[src/sv/lcfa_pkg.sv]
// ----------------------------------------------------------------------------
// Linked-cell allocator package
// Shared widths, codes, transaction structs and the control store of the
// microcoded sequencer.
// ----------------------------------------------------------------------------
`default_nettype none

package lcfa_pkg;

   localparam int CELLS   = 64;
   localparam int ADDR_W  = $clog2(CELLS);
   localparam int LINK_W  = $clog2(CELLS + 1);
   localparam int KEY_W   = 32;
   localparam int VALUE_W = 32;
   localparam int COUNT_W = 7;

   localparam logic [LINK_W-1:0] NIL_LINK   = LINK_W'(CELLS);
   localparam logic [LINK_W-1:0] CELL_COUNT = LINK_W'(CELLS);

   typedef enum logic [2:0] {
      FN_ALLOC   = 3'd0,
      FN_WRITE   = 3'd1,
      FN_READ    = 3'd2,
      FN_FREE    = 3'd3,
      FN_COUNT   = 3'd4,
      FN_IS_FREE = 3'd5
   } lcfa_func_type;

   typedef enum logic [1:0] {
      ST_OK        = 2'd0,
      ST_NO_FREE   = 2'd1,
      ST_NOT_FOUND = 2'd2
   } lcfa_status_type;

   typedef struct packed {
      logic [2:0]                func;
      logic [KEY_W-1:0]          key;
      logic                      chain_end;
      logic [5:0]                address;
      logic signed [VALUE_W-1:0] value;
   } lcfa_req_type;

   typedef struct packed {
      logic [1:0]                status;
      logic [5:0]                cell_address;
      logic signed [VALUE_W-1:0] read_value;
      logic [COUNT_W-1:0]        free_count;
      logic [COUNT_W-1:0]        used_count;
      logic                      is_free;
   } lcfa_rsp_type;

   // Datapath operation carried by each control word.
   typedef enum logic [2:0] {
      DP_FETCH,
      DP_ALLOC_CHK,
      DP_ALLOC_POP,
      DP_WALK_START,
      DP_WALK,
      DP_EMIT,
      DP_FREE_START,
      DP_FREE_WALK
   } lcfa_dp_op_type;

   typedef enum logic [2:0] {
      C_ALWAYS,
      C_DISPATCH,
      C_HEAD_NIL,
      C_WALK_MORE,
      C_FWALK_MORE,
      C_OUT_BUSY
   } lcfa_cond_type;

   typedef enum logic [2:0] {
      U_FETCH,
      U_A_CHK,
      U_A_POP,
      U_K_START,
      U_K_WALK,
      U_EMIT,
      U_F_START,
      U_F_WALK
   } lcfa_upc_type;

   typedef struct packed {
      lcfa_dp_op_type op;
      lcfa_cond_type  cond;
      lcfa_upc_type   tgt_t;
      lcfa_upc_type   tgt_f;
   } lcfa_uword_type;

   // Status from the datapath that the sequencer branches on.
   typedef struct packed {
      logic       accept;
      logic [2:0] func;
      logic       head_nil;
      logic       walk_more;
      logic       fwalk_more;
      logic       out_busy;
   } lcfa_flag_type;

   typedef struct packed {
      logic                 key_we;
      logic                 val_we;
      logic                 link_we;
      logic [ADDR_W-1:0]    addr;
      logic [KEY_W-1:0]     key;
      logic [VALUE_W-1:0]   value;
      logic [LINK_W-1:0]    link;
   } lcfa_wr_type;

   typedef struct packed {
      logic [KEY_W-1:0]   key;
      logic [VALUE_W-1:0] value;
      logic [LINK_W-1:0]  link;
   } lcfa_rdata_type;

   // Control store: one word per step. The branch goes to tgt_t when the
   // condition holds and to tgt_f otherwise.
   function automatic lcfa_uword_type lcfa_ucode(input lcfa_upc_type pc);
      lcfa_uword_type w;
      case (pc)
         U_FETCH:   w = '{DP_FETCH,      C_DISPATCH,   U_FETCH,   U_FETCH};
         U_A_CHK:   w = '{DP_ALLOC_CHK,  C_HEAD_NIL,   U_EMIT,    U_A_POP};
         U_A_POP:   w = '{DP_ALLOC_POP,  C_ALWAYS,     U_EMIT,    U_EMIT};
         U_K_START: w = '{DP_WALK_START, C_ALWAYS,     U_K_WALK,  U_K_WALK};
         U_K_WALK:  w = '{DP_WALK,       C_WALK_MORE,  U_K_WALK,  U_EMIT};
         U_EMIT:    w = '{DP_EMIT,       C_OUT_BUSY,   U_EMIT,    U_FETCH};
         U_F_START: w = '{DP_FREE_START, C_ALWAYS,     U_F_WALK,  U_F_WALK};
         U_F_WALK:  w = '{DP_FREE_WALK,  C_FWALK_MORE, U_F_WALK,  U_EMIT};
         default:   w = '{DP_FETCH,      C_ALWAYS,     U_FETCH,   U_FETCH};
      endcase
      return w;
   endfunction

   // First step of the routine for each function code.
   function automatic lcfa_upc_type lcfa_entry(input logic [2:0] func);
      lcfa_upc_type e;
      if (func inside {FN_WRITE, FN_READ, FN_COUNT, FN_IS_FREE}) begin
         e = U_K_START;
      end else if (func == FN_ALLOC) begin
         e = U_A_CHK;
      end else if (func == FN_FREE) begin
         e = U_F_START;
      end else begin
         e = U_EMIT;
      end
      return e;
   endfunction

endpackage

`default_nettype wire

[src/sv/lcfa_seq.sv]
// ----------------------------------------------------------------------------
// Linked-cell allocator microsequencer
// Step counter over the control store, with dispatch on the function code
// and two-way conditional branches on datapath status.
// ----------------------------------------------------------------------------
`default_nettype none

module lcfa_seq
   import lcfa_pkg::*;
(
   input  logic           clock,
   input  logic           reset,
   input  lcfa_flag_type  flags,
   output lcfa_dp_op_type ctl
);

   lcfa_upc_type   pc_ff;
   lcfa_upc_type   pc_in;
   lcfa_uword_type uw;

   assign uw = lcfa_ucode(pc_ff);

   always_comb begin
      case (uw.cond)
         C_ALWAYS:     pc_in = uw.tgt_t;
         C_DISPATCH:   pc_in = flags.accept ? lcfa_entry(flags.func) : uw.tgt_f;
         C_HEAD_NIL:   pc_in = flags.head_nil ? uw.tgt_t : uw.tgt_f;
         C_WALK_MORE:  pc_in = flags.walk_more ? uw.tgt_t : uw.tgt_f;
         C_FWALK_MORE: pc_in = flags.fwalk_more ? uw.tgt_t : uw.tgt_f;
         C_OUT_BUSY:   pc_in = flags.out_busy ? uw.tgt_t : uw.tgt_f;
         default:      pc_in = U_FETCH;
      endcase
   end

   always_comb begin
      ctl = uw.op;
   end

   always_ff @(posedge clock) begin
      if (reset) begin
         pc_ff <= U_FETCH;
      end else begin
         pc_ff <= pc_in;
      end
   end

endmodule

`default_nettype wire

[config.mk]
export PLATFORM = sky130hd
export DESIGN_NAME = lcfa_seq
export DESIGN_NICKNAME = d
export VERILOG_FILES = /design/src/sv/lcfa_pkg.sv /design/src/sv/lcfa_seq.sv
export SDC_FILE = /design/constraint.sdc
export NUM_CORES = 1
export LEC_CHECK = 0
export BUFFER_PORTS_ARGS = -buffer_cell sky130_fd_sc_hd__buf_2
export CAP_MARGIN = 20
export CORE_AREA = 2 2 42 44
export CTS_CLUSTER_SIZE = 20
export DETAILED_ROUTE_END_ITERATION = 12
export DIE_AREA = 0 0 44 46
export PLACE_DENSITY = 0.71
export SYNTH_ARGS = -nofsm -noshare
export SYNTH_HDL_FRONTEND = slang
export SYNTH_SLANG_ARGS = --single-unit
[constraint.sdc]
create_clock -name clock -period 2.35 [get_ports clock]
set_input_delay 0.3525 -clock clock [delete_from_list [all_inputs] [get_ports clock]]
set_output_delay 0.3525 -clock clock [all_outputs]
set_load 0.005 [all_outputs]
# --- Yosys cells after proc, flatten, opt, wreduce, memory -nomap -nowiden ---
# Memory sizes are Yosys's and may differ from the RTL's. A register that Yosys moved wholly into a read port is not among the register bits.
# Index checks and enable logic that the tools add are counted.
# Widths: inputs -> output; s select.
totals:
  mem_count: 1
  word_cells: 24
  mem_bits_ro: 96
  inputBits: 10
  ff_bits: 0
mem_list:
  columns: ["memory", "words", "word_bits", "rd", "rd_clocked_by_memory_dff", "write_ports", "line", "source"]
  rows:
  - ["(no name shown)", 8, 12, 1, 1, 0, "lcfa_pkg.sv:121", "case (pc)"]
op_classes:
  mux: 10
  eq_ne: 10
  reduce_logical: 3
op_table:
  columns: ["op", "count"]
  rows:
  - ["$mux 3", 8]
  - ["$pmux 3 s6", 1]
  - ["$eq 3x2->1 const B", 4]
  - ["$eq 3x3->1 const B", 4]
  - ["$eq 3x1->1 const B", 2]
  - ["$logic_not 3->1", 2]
  - ["$reduce_bool 4->1", 1]
  - ["$mux 2", 1]

# --- Logic depth before layout (Yosys ltp) ---
logic_depth:
  ltp_word: 7
  depth_mapped: 9
  ltp_nobuf: 8

# --- Worst setup path before layout ---
# Ideal clock, no wire load.
synth_timing:
  kind: "register -> register"
  from: "register uw[6] (netlist name)"
  to: "register uw[2] (netlist name)"
  arrival_ns: 1.899
  path_buffers: 1
  stages_incl_launch_ff: 10
  setup_time_ns: 0.091
  slack_ns: 0.360
  cell_sequence: "dfxtp_1 -> buf_6 -> mux2i_4 -> mux2i_1 -> o32ai_1 -> o21bai_1 -> inv_1 -> ha_1 -> o31a_1 -> a311oi_1"
synth_via:
  elab_chain_cells: 3
  word_cells_on_any_way: 8
synth_rtl:
  columns: ["item", "line", "source"]
  rows:
  - ["$eq 3x3->1, or another cell as far along", "lcfa_seq.sv:24", "case (uw.cond)"]
  - ["$pmux 3 s6 (*)", "lcfa_seq.sv:24", null]
  - ["$mux 3 (no line) (*)", null, null]
# Mark *: on every way between the ends. The rest lies on a longest branch, timed or not.

# --- Final worst setup path ---
layout_timing:
  from: "register uw[6] (netlist name)"
  to: "register uw[2] (netlist name)"
layout_via:
  elab_chain_cells: 3
  word_cells_on_any_way: 8
layout_rtl:
  columns: ["item", "line"]
  rows:
  - ["$eq 3x3->1, or another cell as far along", "lcfa_seq.sv:24"]
  - ["$pmux 3 s6 (*)", "lcfa_seq.sv:24"]
  - ["$mux 3 (no line) (*)", null]
# Marks and branches as above.

==> run_results.csv <==
group,metric,value,unit
setup_path,r2r_start,"uw[6]",
sta,grt_setup_unrepaired,"no",
routing,firstDrtPassIters,4,
power,swShare,39.1,%
yosys,synth_ff_type,"dfxtp_1",
grt,grt_usage,18.4,%
placement,dp_hpwl,1.34,mm
grt,grt_pass1_vias,628,
die,start_util,50.6,%
yosys,yosys.area_share.simple,13.0,%
sta,relSlewSlack,74.2,%
grt,grt-busiest-layer,"met2",
grt,use_met3,2.38,%
yosys,async_reset_ff_share,0,%
grt,grt_pass1_wl,2.77,mm
sta,slew_viol_final,0,
yosys,synth_mux_area_share,19.4,%
hold_path,min_to,"uw[2]",
die,die-area,0.00202,sq mm
die,row_count,15,
routing,wl_per_cell,14.5,microns
cells_and_area,fin_cells,114,
die,io_pins,13,
yosys,synth-compound-area-share,23.1,%
power,leakage,0.433,nW
placement,io_buffers,12,
yosys,syn-cell-area,817,sq um
routing,drcViolationCount,0,
run_status,status,"completed",
cells_and_area,fill_cells,151,
placement,globalplace.congestion,0.794,
clock_network,htree_levels,1,
routing,routed_wirelength,1.66,mm
cells_and_area,antenna_cells,0,
sta,skew,2.62,ps
yosys,seq_area_frac_synth,29.4,%
routing,antenna_left,0,
yosys,synth_edf_count,0,
yosys,synth_seq_cells,12,
yosys,synth_cells,83,
yosys,synth_top_cells_by_count,"dfxtp_1, mux2i_1, inv_1",
yosys,synth_top_family_by_area,"compound AO/OA/AOI/OAI gates",
hold_path,hold_depth,3,
setup_path,r2r-end,"uw[2]",
grt,grt_max_degree,10,
sta,max_freq,0.484,GHz
setup_path,r2r_slack,280,ps
power,switchingPower,420,uW
setup_path,crit_type,"register to register",
sta,worstMarginPinSlew,385,ps
grt,grt_overflow,0,
setup_path,reg2reg_depth,8,
clock_network,clock_sinks,12,
clock_network,cts_buffers,3,
hold_path,hold_class,"input port to register",
clock_network,cts-hold-fix-buffers,0,
placement,dp_cells,110,
run,maxCapViolCount,0,
cells_and_area,largest_reg_flops,12,
yosys,syn_area_per_cell,9.84,sq um
clock_network,clock_path_buffers,2,
power,total_power,1.07,mW
setup_path,critPathArrivalTime,2240,ps
cells_and_area,area_delta_synth_final,12.3,%
setup_path,end_kind,"register",
clock_network,path_clk_slew,70,ps
sta,timing_hold_violations_final,0,
sta,setup_viol,0,
cells_and_area,post-route-util,56.8,%
routing,via_per_inst,5.80,
yosys,yosysWarningCount,0,
power,ir_drop,0.601,mV
sta,fin_setup_tns,0,ps
yosys,syn_nets,98,
yosys,synth_xor_area_share,0,%
yosys,yosysUniqueCellTypes,32,
sta,fin_crit,2070,ps
grt,antenna_found_initial,0,
hold_path,hold_start,"reset",
die,die_w,44,microns
cells_and_area,drive_gt1_share,27.8,%
die,die-height,46,microns
die,fp.coreArea,0.00161,sq mm
sta,fin_crit_sh,87.9,%
grt,met1_usage,21.7,%
yosys,synth_top_cell_by_area,"dfxtp_1",
yosys,synthAdderAreaFrac,7.66,%
routing,initialDrtViolationCount,9,
yosys,synth_most_common_cell,"dfxtp_1",
power,pwr_density_cell,1170,mW/mm^2
routing,via_count,661,
power,internal-power,654,uW
power,clkPwrFrac,14.8,%
clock_network,cts_tree,"built",
yosys,ys_top_cells_by_area,"dfxtp_1, mux2i_1, ha_1, mux2_4, a2bb2oi_4",
power,power_frac_comb,50.5,%
setup_path,crit_path_max_fanout,9,
grt,grtUsageMet2,34.4,%
setup_path,crit_required,2530,ps
cells_and_area,nets,113,
yosys,yosysTopAreaCellShare,29.4,%
power,seqPwrFrac,34.7,%
setup_path,cp-start-kind,"register",
clock_network,clk_latency,260,ps
clock_network,root_buffer,"clkbuf_4",
## critical path: stages (launching register included)
cell      delay (ps)
dfxtp_2          450
mux2i_4          300
a32oi_1           70
o21ai_0          160
a21oi_1          130
or2_2            340
ha_1             210
o31a_1           110
a311oi_1         220
## area by class of cell
| class | count | area (sq um) | share of cell area [%] |
|---|---|---|---|
| clock buffers | 4 | 36.3 | 3.96 |
| inverters | 7 | 26.3 | 2.86 |
| multi-input cells | 60 | 517 | 56.3 |
| flip-flops and latches | 12 | 241 | 26.3 |
| well taps | 17 | 21.3 | 2.32 |
| repair buffers | 14 | 75.1 | 8.19 |
## cell families after synthesis
family | Yosys count
DFF | 12
adders and majority gates | 5
AOI/OAI and AO/OA | 22
muxes | 13
and+or+nand+nor | 20
buffers and inverters | 11
## per-stage QoR
step	hold WS [ps]	worst slack [ps]	instance area [sq um]
floorplan	626	360	817
global placement	728	212	880
detailed placement	737	147	880
CTS	503	119	916
global route	525	151	917
finish	505	284	917
## worst max-delay path by stage
| stage | start | end | slack, ps | cells after the start |
|---|---|---|---|---|
| after floorplan | uw[6] | uw[2] | 360 | 9 |
| after global placement | uw[6] | uw[2] | 210 | 8 |
| after detailed placement | uw[6] | uw[2] | 150 | 8 |
| after CTS | uw[6] | uw[2] | 120 | 8 |
| after global routing | uw[6] | uw[2] | 150 | 8 |
| final | uw[6] | uw[2] | 280 | 8 |
## power groups by stage
| stage | Combinational (mW) | Clock, mW | Sequential, mW |
|---|---|---|---|
| 2_1_floorplan | 0.470 | 0 | 0.329 |
| 3_3_place_gp | 0.535 | 0 | 0.372 |
| 3_5_place_dp | 0.543 | 0 | 0.374 |
| 4_1_cts | 0.547 | 0.163 | 0.370 |
| 5_1_grt | 0.604 | 0.176 | 0.382 |
| 6_report | 0.542 | 0.159 | 0.373 |
## placed cells by master, fill, tap and decap left out
cell type  instances
a21o_1             2
a21oi_1            5
a2bb2oi_4          1
a311oi_1           1
a31oi_1            1
a32oi_1            2
a41oi_1            1
buf_2             12
buf_4              2
clkbuf_4           3
clkbuf_8           1
dfxtp_1           11
dfxtp_2            1
ha_1               5
inv_1              7
mux2_1             1
mux2_4             3
mux2i_1            8
mux2i_4            1
nand2_1            4
nand2b_1           2
nand4b_1           1
nor2_1             6
nor2b_1            3
nor3b_1            1
o2111ai_1          1
o211ai_1           1
o211ai_4           1
o21ai_0            2
o21bai_1           1
o31a_1             1
o32ai_1            2
or2_2              1
or2_4              1
or3_1              1
## repair_timing
| item | CTS | global route |
|---|---|---|
| setup buffers | 0 | 0 |
| endpoints found under the setup margin | 0 | 1 |
| gates resized for setup | 0 | 1 |
## routing by layer
layer	part of all wire [%]	vias up
met4	0.36	0
met2	54	17
met5	0	-
met1	42	313
met3	4.0	2
li1	-	329
No activity file was read; power rests on OpenSTA's default activity.
