**src/sv/lcfa_pkg.sv**
```systemverilog
// ----------------------------------------------------------------------------
// Linked-cell allocator package
// Shared widths, codes, transaction structs and the control store of the
// microcoded sequencer.
// ----------------------------------------------------------------------------
`default_nettype none

package lcfa_pkg;

   localparam int CELLS   = 64;
   localparam int ADDR_W  = $clog2(CELLS);
   localparam int LINK_W  = $clog2(CELLS + 1);
   localparam int KEY_W   = 32;
   localparam int VALUE_W = 32;
   localparam int COUNT_W = 7;

   localparam logic [LINK_W-1:0] NIL_LINK   = LINK_W'(CELLS);
   localparam logic [LINK_W-1:0] CELL_COUNT = LINK_W'(CELLS);

   typedef enum logic [2:0] {
      FN_ALLOC   = 3'd0,
      FN_WRITE   = 3'd1,
      FN_READ    = 3'd2,
      FN_FREE    = 3'd3,
      FN_COUNT   = 3'd4,
      FN_IS_FREE = 3'd5
   } lcfa_func_type;

   typedef enum logic [1:0] {
      ST_OK        = 2'd0,
      ST_NO_FREE   = 2'd1,
      ST_NOT_FOUND = 2'd2
   } lcfa_status_type;

   typedef struct packed {
      logic [2:0]                func;
      logic [KEY_W-1:0]          key;
      logic                      chain_end;
      logic [5:0]                address;
      logic signed [VALUE_W-1:0] value;
   } lcfa_req_type;

   typedef struct packed {
      logic [1:0]                status;
      logic [5:0]                cell_address;
      logic signed [VALUE_W-1:0] read_value;
      logic [COUNT_W-1:0]        free_count;
      logic [COUNT_W-1:0]        used_count;
      logic                      is_free;
   } lcfa_rsp_type;

   // Datapath operation carried by each control word.
   typedef enum logic [2:0] {
      DP_FETCH,
      DP_ALLOC_CHK,
      DP_ALLOC_POP,
      DP_WALK_START,
      DP_WALK,
      DP_EMIT,
      DP_FREE_START,
      DP_FREE_WALK
   } lcfa_dp_op_type;

   typedef enum logic [2:0] {
      C_ALWAYS,
      C_DISPATCH,
      C_HEAD_NIL,
      C_WALK_MORE,
      C_FWALK_MORE,
      C_OUT_BUSY
   } lcfa_cond_type;

   typedef enum logic [2:0] {
      U_FETCH,
      U_A_CHK,
      U_A_POP,
      U_K_START,
      U_K_WALK,
      U_EMIT,
      U_F_START,
      U_F_WALK
   } lcfa_upc_type;

   typedef struct packed {
      lcfa_dp_op_type op;
      lcfa_cond_type  cond;
      lcfa_upc_type   tgt_t;
      lcfa_upc_type   tgt_f;
   } lcfa_uword_type;

   // Status from the datapath that the sequencer branches on.
   typedef struct packed {
      logic       accept;
      logic [2:0] func;
      logic       head_nil;
      logic       walk_more;
      logic       fwalk_more;
      logic       out_busy;
   } lcfa_flag_type;

   typedef struct packed {
      logic                 key_we;
      logic                 val_we;
      logic                 link_we;
      logic [ADDR_W-1:0]    addr;
      logic [KEY_W-1:0]     key;
      logic [VALUE_W-1:0]   value;
      logic [LINK_W-1:0]    link;
   } lcfa_wr_type;

   typedef struct packed {
      logic [KEY_W-1:0]   key;
      logic [VALUE_W-1:0] value;
      logic [LINK_W-1:0]  link;
   } lcfa_rdata_type;

   // Control store: one word per step. The branch goes to tgt_t when the
   // condition holds and to tgt_f otherwise.
   function automatic lcfa_uword_type lcfa_ucode(input lcfa_upc_type pc);
      lcfa_uword_type w;
      case (pc)
         U_FETCH:   w = '{DP_FETCH,      C_DISPATCH,   U_FETCH,   U_FETCH};
         U_A_CHK:   w = '{DP_ALLOC_CHK,  C_HEAD_NIL,   U_EMIT,    U_A_POP};
         U_A_POP:   w = '{DP_ALLOC_POP,  C_ALWAYS,     U_EMIT,    U_EMIT};
         U_K_START: w = '{DP_WALK_START, C_ALWAYS,     U_K_WALK,  U_K_WALK};
         U_K_WALK:  w = '{DP_WALK,       C_WALK_MORE,  U_K_WALK,  U_EMIT};
         U_EMIT:    w = '{DP_EMIT,       C_OUT_BUSY,   U_EMIT,    U_FETCH};
         U_F_START: w = '{DP_FREE_START, C_ALWAYS,     U_F_WALK,  U_F_WALK};
         U_F_WALK:  w = '{DP_FREE_WALK,  C_FWALK_MORE, U_F_WALK,  U_EMIT};
         default:   w = '{DP_FETCH,      C_ALWAYS,     U_FETCH,   U_FETCH};
      endcase
      return w;
   endfunction

   // First step of the routine for each function code.
   function automatic lcfa_upc_type lcfa_entry(input logic [2:0] func);
      lcfa_upc_type e;
      if (func inside {FN_WRITE, FN_READ, FN_COUNT, FN_IS_FREE}) begin
         e = U_K_START;
      end else if (func == FN_ALLOC) begin
         e = U_A_CHK;
      end else if (func == FN_FREE) begin
         e = U_F_START;
      end else begin
         e = U_EMIT;
      end
      return e;
   endfunction

endpackage

`default_nettype wire

```
**src/sv/lcfa_dpath.sv**
```systemverilog
// ----------------------------------------------------------------------------
// Linked-cell allocator datapath
// Request and result registers, free-list head, walk pointer and step
// counter, driven by the operation of the current control word.
// ----------------------------------------------------------------------------
`default_nettype none

module lcfa_dpath
   import lcfa_pkg::*;
(
   input  logic           clock,
   input  logic           reset,
   input  lcfa_dp_op_type ctl,
   input  logic           req_valid,
   output logic           req_ready,
   input  lcfa_req_type   req_data,
   output logic           rsp_valid,
   input  logic           rsp_ready,
   output lcfa_rsp_type   rsp_data,
   input  lcfa_rdata_type rdata,
   output logic [ADDR_W-1:0] rd_addr,
   output lcfa_wr_type    wr,
   output lcfa_flag_type  flags
);

   lcfa_req_type       req_ff,    req_in;
   logic [LINK_W-1:0]  head_ff,   head_in;
   logic [LINK_W-1:0]  z_ff,      z_in;
   logic [LINK_W-1:0]  steps_ff,  steps_in;
   logic               found_ff,  found_in;
   logic               fr_ff,     fr_in;
   logic [VALUE_W-1:0] rd_ff,     rd_in;
   logic [ADDR_W-1:0]  cell_ff,   cell_in;
   logic [1:0]         status_ff, status_in;
   logic               rsp_valid_ff, rsp_valid_in;
   lcfa_rsp_type       rsp_ff,    rsp_in;

   logic               live;
   logic               hit;
   logic               stop;
   logic               link_nil;
   logic               fmore;
   logic               keyed;
   logic [LINK_W-1:0]  start;

   assign live     = (steps_ff != CELL_COUNT) && (z_ff < CELL_COUNT);
   assign hit      = rdata.key == req_ff.key;
   assign stop     = ((req_ff.func == FN_READ) && hit)
                  || ((req_ff.func == FN_IS_FREE) && (z_ff == LINK_W'(req_ff.address)));
   assign link_nil = !(rdata.link < CELL_COUNT);
   assign fmore    = (steps_ff != CELL_COUNT) && !link_nil;
   assign keyed    = (req_ff.func == FN_WRITE) || (req_ff.func == FN_READ);
   assign start    = ((req_ff.func == FN_COUNT) || (req_ff.func == FN_IS_FREE))
                     ? head_ff : LINK_W'(req_ff.address);

   // No transaction is taken while reset is held.
   assign req_ready = (ctl == DP_FETCH) && !reset;
   assign rsp_valid = rsp_valid_ff;
   assign rsp_data  = rsp_ff;

   always_comb begin
      flags.accept     = req_valid && req_ready;
      flags.func       = req_data.func;
      flags.head_nil   = !(head_ff < CELL_COUNT);
      flags.walk_more  = live && !stop;
      flags.fwalk_more = fmore;
      flags.out_busy   = rsp_valid_ff && !rsp_ready;
   end

   always_comb begin
      req_in       = req_ff;
      head_in      = head_ff;
      z_in         = z_ff;
      steps_in     = steps_ff;
      found_in     = found_ff;
      fr_in        = fr_ff;
      rd_in        = rd_ff;
      cell_in      = cell_ff;
      status_in    = status_ff;
      rsp_in       = rsp_ff;
      rsp_valid_in = rsp_valid_ff && !rsp_ready;
      rd_addr      = z_ff[ADDR_W-1:0];
      wr           = '0;
      wr.addr      = z_ff[ADDR_W-1:0];
      wr.key       = req_ff.key;
      wr.value     = req_ff.value;
      wr.link      = NIL_LINK;

      case (ctl)
         DP_FETCH: begin
            if (req_valid) begin
               req_in    = req_data;
               found_in  = 1'b0;
               fr_in     = 1'b0;
               rd_in     = '0;
               cell_in   = '0;
               status_in = ST_OK;
               steps_in  = '0;
            end
         end
         DP_ALLOC_CHK: begin
            rd_addr = head_ff[ADDR_W-1:0];
            if (!(head_ff < CELL_COUNT)) begin
               status_in = ST_NO_FREE;
            end
         end
         DP_ALLOC_POP: begin
            cell_in    = head_ff[ADDR_W-1:0];
            wr.addr    = head_ff[ADDR_W-1:0];
            wr.key_we  = 1'b1;
            wr.link_we = req_ff.chain_end;
            head_in    = link_nil ? NIL_LINK : rdata.link;
         end
         DP_WALK_START: begin
            z_in     = start;
            steps_in = '0;
            rd_addr  = start[ADDR_W-1:0];
         end
         DP_WALK: begin
            if (live) begin
               if (hit && (req_ff.func == FN_WRITE)) begin
                  wr.val_we = 1'b1;
                  found_in  = 1'b1;
               end
               if (hit && (req_ff.func == FN_READ)) begin
                  rd_in    = rdata.value;
                  found_in = 1'b1;
               end
               if ((req_ff.func == FN_IS_FREE) && (z_ff == LINK_W'(req_ff.address))) begin
                  fr_in = 1'b1;
               end
               if (!stop) begin
                  z_in     = rdata.link;
                  steps_in = steps_ff + LINK_W'(1);
                  rd_addr  = rdata.link[ADDR_W-1:0];
               end
            end
         end
         DP_FREE_START: begin
            z_in     = LINK_W'(req_ff.address);
            steps_in = '0;
            rd_addr  = req_ff.address;
         end
         DP_FREE_WALK: begin
            if (fmore) begin
               z_in     = rdata.link;
               steps_in = steps_ff + LINK_W'(1);
               rd_addr  = rdata.link[ADDR_W-1:0];
            end else if (link_nil) begin
               // The chain's tail is found: splice it in front of the free list.
               wr.link_we = 1'b1;
               wr.link    = head_ff;
               head_in    = LINK_W'(req_ff.address);
            end
         end
         DP_EMIT: begin
            if (!rsp_valid_ff || rsp_ready) begin
               rsp_valid_in        = 1'b1;
               rsp_in.status       = keyed ? (found_ff ? ST_OK : ST_NOT_FOUND) : status_ff;
               rsp_in.cell_address = cell_ff;
               rsp_in.read_value   = rd_ff;
               rsp_in.free_count   = (req_ff.func == FN_COUNT) ? COUNT_W'(steps_ff) : '0;
               rsp_in.used_count   = (req_ff.func == FN_COUNT)
                                     ? COUNT_W'(CELL_COUNT - steps_ff) : '0;
               rsp_in.is_free      = fr_ff;
            end
         end
         default: begin
         end
      endcase
   end

   always_ff @(posedge clock) begin
      if (reset) begin
         head_ff      <= '0;
         rsp_valid_ff <= 1'b0;
      end else begin
         head_ff      <= head_in;
         rsp_valid_ff <= rsp_valid_in;
      end
   end

   always_ff @(posedge clock) begin
      req_ff    <= req_in;
      z_ff      <= z_in;
      steps_ff  <= steps_in;
      found_ff  <= found_in;
      fr_ff     <= fr_in;
      rd_ff     <= rd_in;
      cell_ff   <= cell_in;
      status_ff <= status_in;
      rsp_ff    <= rsp_in;
   end

`ifndef NO_ASSERTIONS
   a_head_range: assert property (@(posedge clock) disable iff (reset)
      head_ff <= NIL_LINK)
      else $error("free-list head beyond nil");

   a_steps_range: assert property (@(posedge clock) disable iff (reset)
      (ctl == DP_WALK || ctl == DP_FREE_WALK) |-> steps_ff <= CELL_COUNT)
      else $error("walk step count overran the store");

   a_fetch_clears: assert property (@(posedge clock) disable iff (reset)
      (ctl == DP_FETCH && req_valid) |=> (!found_ff && !fr_ff && status_ff == ST_OK))
      else $error("result state not cleared on a new transaction");

   a_rsp_from_emit: assert property (@(posedge clock) disable iff (reset)
      $rose(rsp_valid_ff) |-> $past(ctl == DP_EMIT))
      else $error("result raised outside the emit step");
`endif

endmodule

`default_nettype wire

```
**config.mk**
```make
export PLATFORM = sky130hd
export DESIGN_NAME = lcfa_dpath
export DESIGN_NICKNAME = d
export VERILOG_FILES = /design/src/sv/lcfa_pkg.sv /design/src/sv/lcfa_dpath.sv
export SDC_FILE = /design/constraint.sdc
export NUM_CORES = 1
export LEC_CHECK = 0
export CAP_MARGIN = 20
export CORE_MARGIN = 5
export CORE_UTILIZATION = 60
export DETAILED_ROUTE_END_ITERATION = 6
export DONT_BUFFER_PORTS = 1
export HOLD_SLACK_MARGIN = 0.15
export PLACE_DENSITY = 0.78
export SLEW_MARGIN = 20
export SYNTH_ARGS = -nofsm -noshare
export SYNTH_HDL_FRONTEND = slang
export SYNTH_SLANG_ARGS = --single-unit
```
**constraint.sdc**
```tcl
create_clock -name clock -period 6.04 [get_ports clock]
set_input_delay 0.604 -clock clock [delete_from_list [all_inputs] [get_ports clock]]
set_output_delay 0.604 -clock clock [all_outputs]
set_load 0.02 [all_outputs]
```
Word-level counts from Yosys, hierarchy flattened
Index checks and enable logic that the tools add are counted.
{"block": "classes", "magnitude_cmp": 3, "muxes": 50, "eq_ne": 24, "reduce_logical": 36, "addsub": 2}
{"op": "two-way mux 7 bit", "count": 14}
{"op": "two-way mux 32 bit", "count": 3}
{"op": "one-hot mux 32 bit (2 select lines)", "count": 1}
{"op": "one-hot mux 7 bit (4 select lines)", "count": 2}
{"op": "== test 32 bit", "count": 1}
{"op": "two-way mux 6 bit", "count": 5}
{"op": "one-hot mux 6 bit (5 select lines)", "count": 1}
{"op": "< comparator 7 bit, second input constant", "count": 3}
{"op": "== test 3 bit, second input constant", "count": 6}
{"op": "!= test 2 bit, second input constant", "count": 9}
{"op": "AND reduction 4 bit", "count": 4}
{"op": "two-way mux 1 bit", "count": 14}
{"op": "one-hot mux 7 bit (2 select lines)", "count": 1}
{"op": "one-hot mux 6 bit (2 select lines)", "count": 1}
{"op": "== test 3 x 2 -> 1 bit, second input constant", "count": 3}
{"op": "logical AND 1 bit", "count": 9}
{"op": "two-way mux 2 bit", "count": 4}
{"op": "nonzero test 2 bit", "count": 4}
{"op": "nonzero test 4 bit", "count": 2}
{"op": "adder 7 x 1 -> 7 bit, second input constant", "count": 1}
{"op": "== test 7 x 6 -> 1 bit", "count": 1}
{"op": "!= test 7 bit, second input constant", "count": 1}
{"op": "subtractor 7 bit, first input constant", "count": 1}
{"op": "== test 3 x 1 -> 1 bit, second input constant", "count": 2}
{"op": "10 further kinds", "count": 22}
{"block": "word_totals", "regBits": 193, "wordCells": 135, "output_inout_bits": 151}

Depth between registers and ports, before layout
{"block": "logic_depth", "ltp_word": 6, "depth_mapped": 8, "mapped_depth_nobuf": 8}

Worst setup path before layout
Ideal clock, no wire load.
{"block": "synth_timing", "path_type": "input to register", "start": "in ctl[1]", "end": "reg rsp_ff (netlist bit rsp_data[0]), enable pin", "stages": 4, "t_required_ps": 5508, "path_slack_ps": 611, "setup_ps": 532, "path_buffers": 3, "arrival_ps": 4896, "cell_sequence": "clkbuf_1 buf_2 buf_1 nor3_1"}
{"block": "synth_between", "elab_chain_len": 2}
{"item": "start, declared", "line": "lcfa_dpath.sv:13", "rtl": "input lcfa_dp_op_type ctl,"}
{"item": "== test 3 bit", "line": "lcfa_dpath.sv:89", "rtl": "case (ctl)"}
{"item": "AND reduction 2 bit (no source line)"}
{"item": "end signal, assigned", "line": "lcfa_dpath.sv:192", "rtl": "rsp_ff <= rsp_in;"}
{"item": "end, declared", "line": "lcfa_dpath.sv:36", "rtl": "lcfa_rsp_type rsp_ff, rsp_in;"}
No other way between the ends.
A chain may end at the register's enable or synchronous reset.

Final worst setup path
{"block": "layout_timing", "start": "reg req_ff (netlist bit wr[64])", "end": "out rd_addr[4]"}
{"block": "layout_between", "elab_chain_len": 6}
{"item": "start, declared", "line": "lcfa_dpath.sv:26", "rtl": "lcfa_req_type req_ff, req_in;"}
{"item": "start signal, assigned", "line": "lcfa_dpath.sv:184", "rtl": "req_ff <= req_in;"}
{"item": "== test 32 bit", "line": "lcfa_dpath.sv:47", "rtl": "assign hit = rdata.key == req_ff.key;"}
{"item": "logical AND 1 bit", "line": "lcfa_dpath.sv:48", "rtl": "assign stop = ((req_ff.func == FN_READ) && hit)"}
{"item": "logical OR 1 bit", "line": "lcfa_dpath.sv:49", "rtl": "|| ((req_ff.func == FN_IS_FREE) && (z_ff == LINK_W'(req_ff.address)));"}
{"item": "two-way mux 6 bit", "line": "lcfa_dpath.sv:132", "rtl": "if (!stop) begin"}
{"item": "two-way mux 6 bit", "line": "lcfa_dpath.sv:120", "rtl": "if (live) begin"}
{"item": "one-hot mux 6 bit (5 select lines)", "line": "lcfa_dpath.sv:89"}
{"item": "end, declared", "line": "lcfa_dpath.sv:21", "rtl": "output logic [ADDR_W-1:0] rd_addr,"}
No other way between the ends.

==> flow_summary.json <==
{
  "htreeDepth": 4,
  "cp-startpoint": "wr[64]",
  "power_mw": 2.863,
  "worstReg2RegStart": "wr[64]",
  "via_count": 4649,
  "outcome": "finished clean",
  "cap_violations": 0,
  "max_freq_mhz": 257.2,
  "fin_crit_ps": 3889,
  "clockBufferDepth": 2,
  "finalClockSkew_ps": 11.96,
  "seqPwrFrac": 0.551,
  "min_from": "reset",
  "cp-end-kind": "primary output",
  "hold_viol": 0,
  "root_buffer": "clkbuf_16",
  "async_flop_share": 0,
  "drc": 0,
  "diodes": 0,
  "rsz0062_at_grt": "false",
  "setup_slack_ps": 2151,
  "nets": 708,
  "antenna_found_initial": 1,
  "holdWs_ps": 231.9,
  "p_sw_mw": 0.7071,
  "fp-row-count": 43,
  "grt_most_used_layer": "met2",
  "finalWirelength_mm": 19.84,
  "core_area_um2": 13770,
  "post-route-util": 0.6268,
  "postRouteAntennaNets": 0,
  "grt_overflow": 0,
  "grt_util_met1": 0.2870,
  "critPathKind": "reg -> out",
  "hold_path_class": "in -> reg",
  "dp_cells": 715,
  "ys.flop_type": "edfxtp_1",
  "critPathMaxFanout": 8,
  "place_congestion": 0.8841,
  "max_stage_delay_ps": 670,
  "layout_common_cells": "183 x edfxtp_1, 42 x xor2_1, 41 x nor2_1, 41 x nand2_1, 40 x and2_1",
  "synth_cell_type_count": 45,
  "dr.first_iter.drc_count": 440,
  "final_common_cell": "edfxtp_1",
  "cts_hold_buffers": 0,
  "place_hpwl_mm": 14.95,
  "syn_nets": 777,
  "area_growth_pct": 3.170,
  "slew_viol_final": 0,
  "dpl_cell_area_um2": 8013,
  "ctsResizeCount": 0,
  "tns_ps": 0,
  "synth_seq_area_share": 0.6758,
  "start_util": 0.6076,
  "clock_power_share": 0.392,
  "ys_warn_count": 0,
  "power_leakage_nw": 2.975,
  "pin_count": 303,
  "viasPerCell": 6.224,
  "critPathSlowestCell": "a211oi_1",
  "post-route-period-util": 0.6438,
  "final_cell_count_no_fill": 747,
  "post-place-ws_ps": 2565,
  "crit_family": "simple AND/OR/NAND/NOR gates",
  "gr-usage-met3": 0.08875,
  "synth-seq-cells": 191,
  "clk_latency_ps": 430,
  "die_y_um": 128.1,
  "cp.buffers_inverters": 0,
  "clk_pin_slew_worst_paths_ps": 70,
  "dieArea_um2": 16410,
  "cp.required_ps": 5440,
  "fill_cells": 1023,
  "track_usage": 0.2379,
  "drtPass1Iterations": 5,
  "power.density_nw_per_um2": 331.6,
  "die_w_um": 128.1,
  "grt_start_max_net_pins": 70,
  "tightestPinTransition_ps": 847.5,
  "slew_headroom": 0.4307,
  "synth_cells": 623,
  "grtUsageMet2": 0.3906,
  "synth_edf_count": 183,
  "grt_pass1_wl_mm": 28.59,
  "post_cts_buffers": 0,
  "syn_area_um2": 8368,
  "clock-sinks": 191,
  "cts_tree": "yes",
  "design_area_um2": 8633,
  "port_buffers": 0,
  "avgSynthCellArea_um2": 13.43,
  "grt_pass1_vias": 4567,
  "p_comb_frac": 0.057,
  "numCtsBuffers": 17,
  "max-vdd-ir-drop_mv": 0.2860,
  "drive_gt1_frac": 0.08289,
  "cp.arrival_ps": 3280,
  "p_int_mw": 2.156,
  "post_drt_wl_per_cell_um": 26.56,
  "crit_chain": "xor2_1 > nor4_1 > nand4_1 > nor3_2 > nor4b_1 > a211oi_1",
  "start_kind": "flop",
  "swShare": 0.2469,
  "setup_viol": 0
}
[synthesized netlist by cell type, types with 5 or more instances]
master    number  share of area
a211oi_1      13          0.012
a21o_1         9         0.0081
a21oi_1       12         0.0072
a222oi_1       9          0.011
and2_1        40          0.030
and3_1        16          0.012
buf_2          5         0.0030
buf_4         71          0.064
clkbuf_1      10         0.0045
dfxtp_1        8          0.019
edfxtp_1     183           0.66
inv_1         10         0.0045
nand2_1       41          0.018
nand2b_1       7         0.0052
nand3_1       22          0.013
nor2_1        42          0.019
nor2b_1        5         0.0037
nor3_1         5         0.0030
nor4_1         9         0.0067
nor4b_1        6         0.0063
o21ai_0       17          0.010
xnor2_1        6         0.0063
xor2_1        42          0.044
[path summary, 6_finish.rpt]
kind / end / slack, ps / cells after the start
worst max-delay path: rd_addr[4] / 2150 / 6
worst min-delay path: head_ff[6] / 230 / 1
worst max register to register: rd_ff[4] / 2920 / 7
worst min register to register: rsp_data[30] / 410 / 0
[worst reg2reg max path, cell delays in order, from the launching register on]
cell and delay (ps):
edfxtp_1 530, xor2_1 230, nor4_1 470, nand4_1 290
or4_4 590, o21ai_1 140, nor2b_2 150, buf_4 370
[power groups by stage]
stage	registers, mW	clock network, mW	logic [mW]
after floorplan	1.57	0	0.182
after global placement	1.60	0	0.157
after detailed placement	1.61	0	0.161
after CTS	1.58	1.14	0.162
after global routing	1.58	1.20	0.177
final	1.58	1.12	0.163
[cell type report]
class / instances / area, µm² / share of cell area
inverter: 10 / 37.54 / 0.004348
multi-input combinational: 330 / 2064 / 0.2391
clock buffer: 17 / 425.4 / 0.04928
tap: 180 / 225.2 / 0.02609
clock inverter: 15 / 195.2 / 0.02261
sequential: 191 / 5655 / 0.6551
timing repair buffer: 4 / 30.03 / 0.003478
[logic make-up after synthesis]
| kind of cell | after synthesis | share of synthesized area |
|---|---|---|
| adder cells (fa/ha/maj) | 2 | 0.002990 |
| XOR/XNOR | 48 | 0.05024 |
| flip-flops | 191 | 0.6758 |
| buffers and inverters | 102 | 0.07865 |
| AO/OA/AOI/OAI | 69 | 0.05637 |
| AND/OR/NAND/NOR | 207 | 0.1311 |
| multiplexers | 4 | 0.004785 |
[metal layers]
layer / share of wire / vias up
li1: - / 2051
met1: 0.36 / 2256
met2: 0.51 / 308
met3: 0.10 / 32
met4: 0.027 / 2
met5: 0.00066 / -
[state kept, by name, summed over array words and instances, names as in the netlist, 6 cells and up]
signal	count
rd_ff	32
head_ff	7
rsp_data	54
z_ff	7
wr	64
req_ff	10
steps_ff	7
cell_ff	6
(Power assumes the default switching activity.)
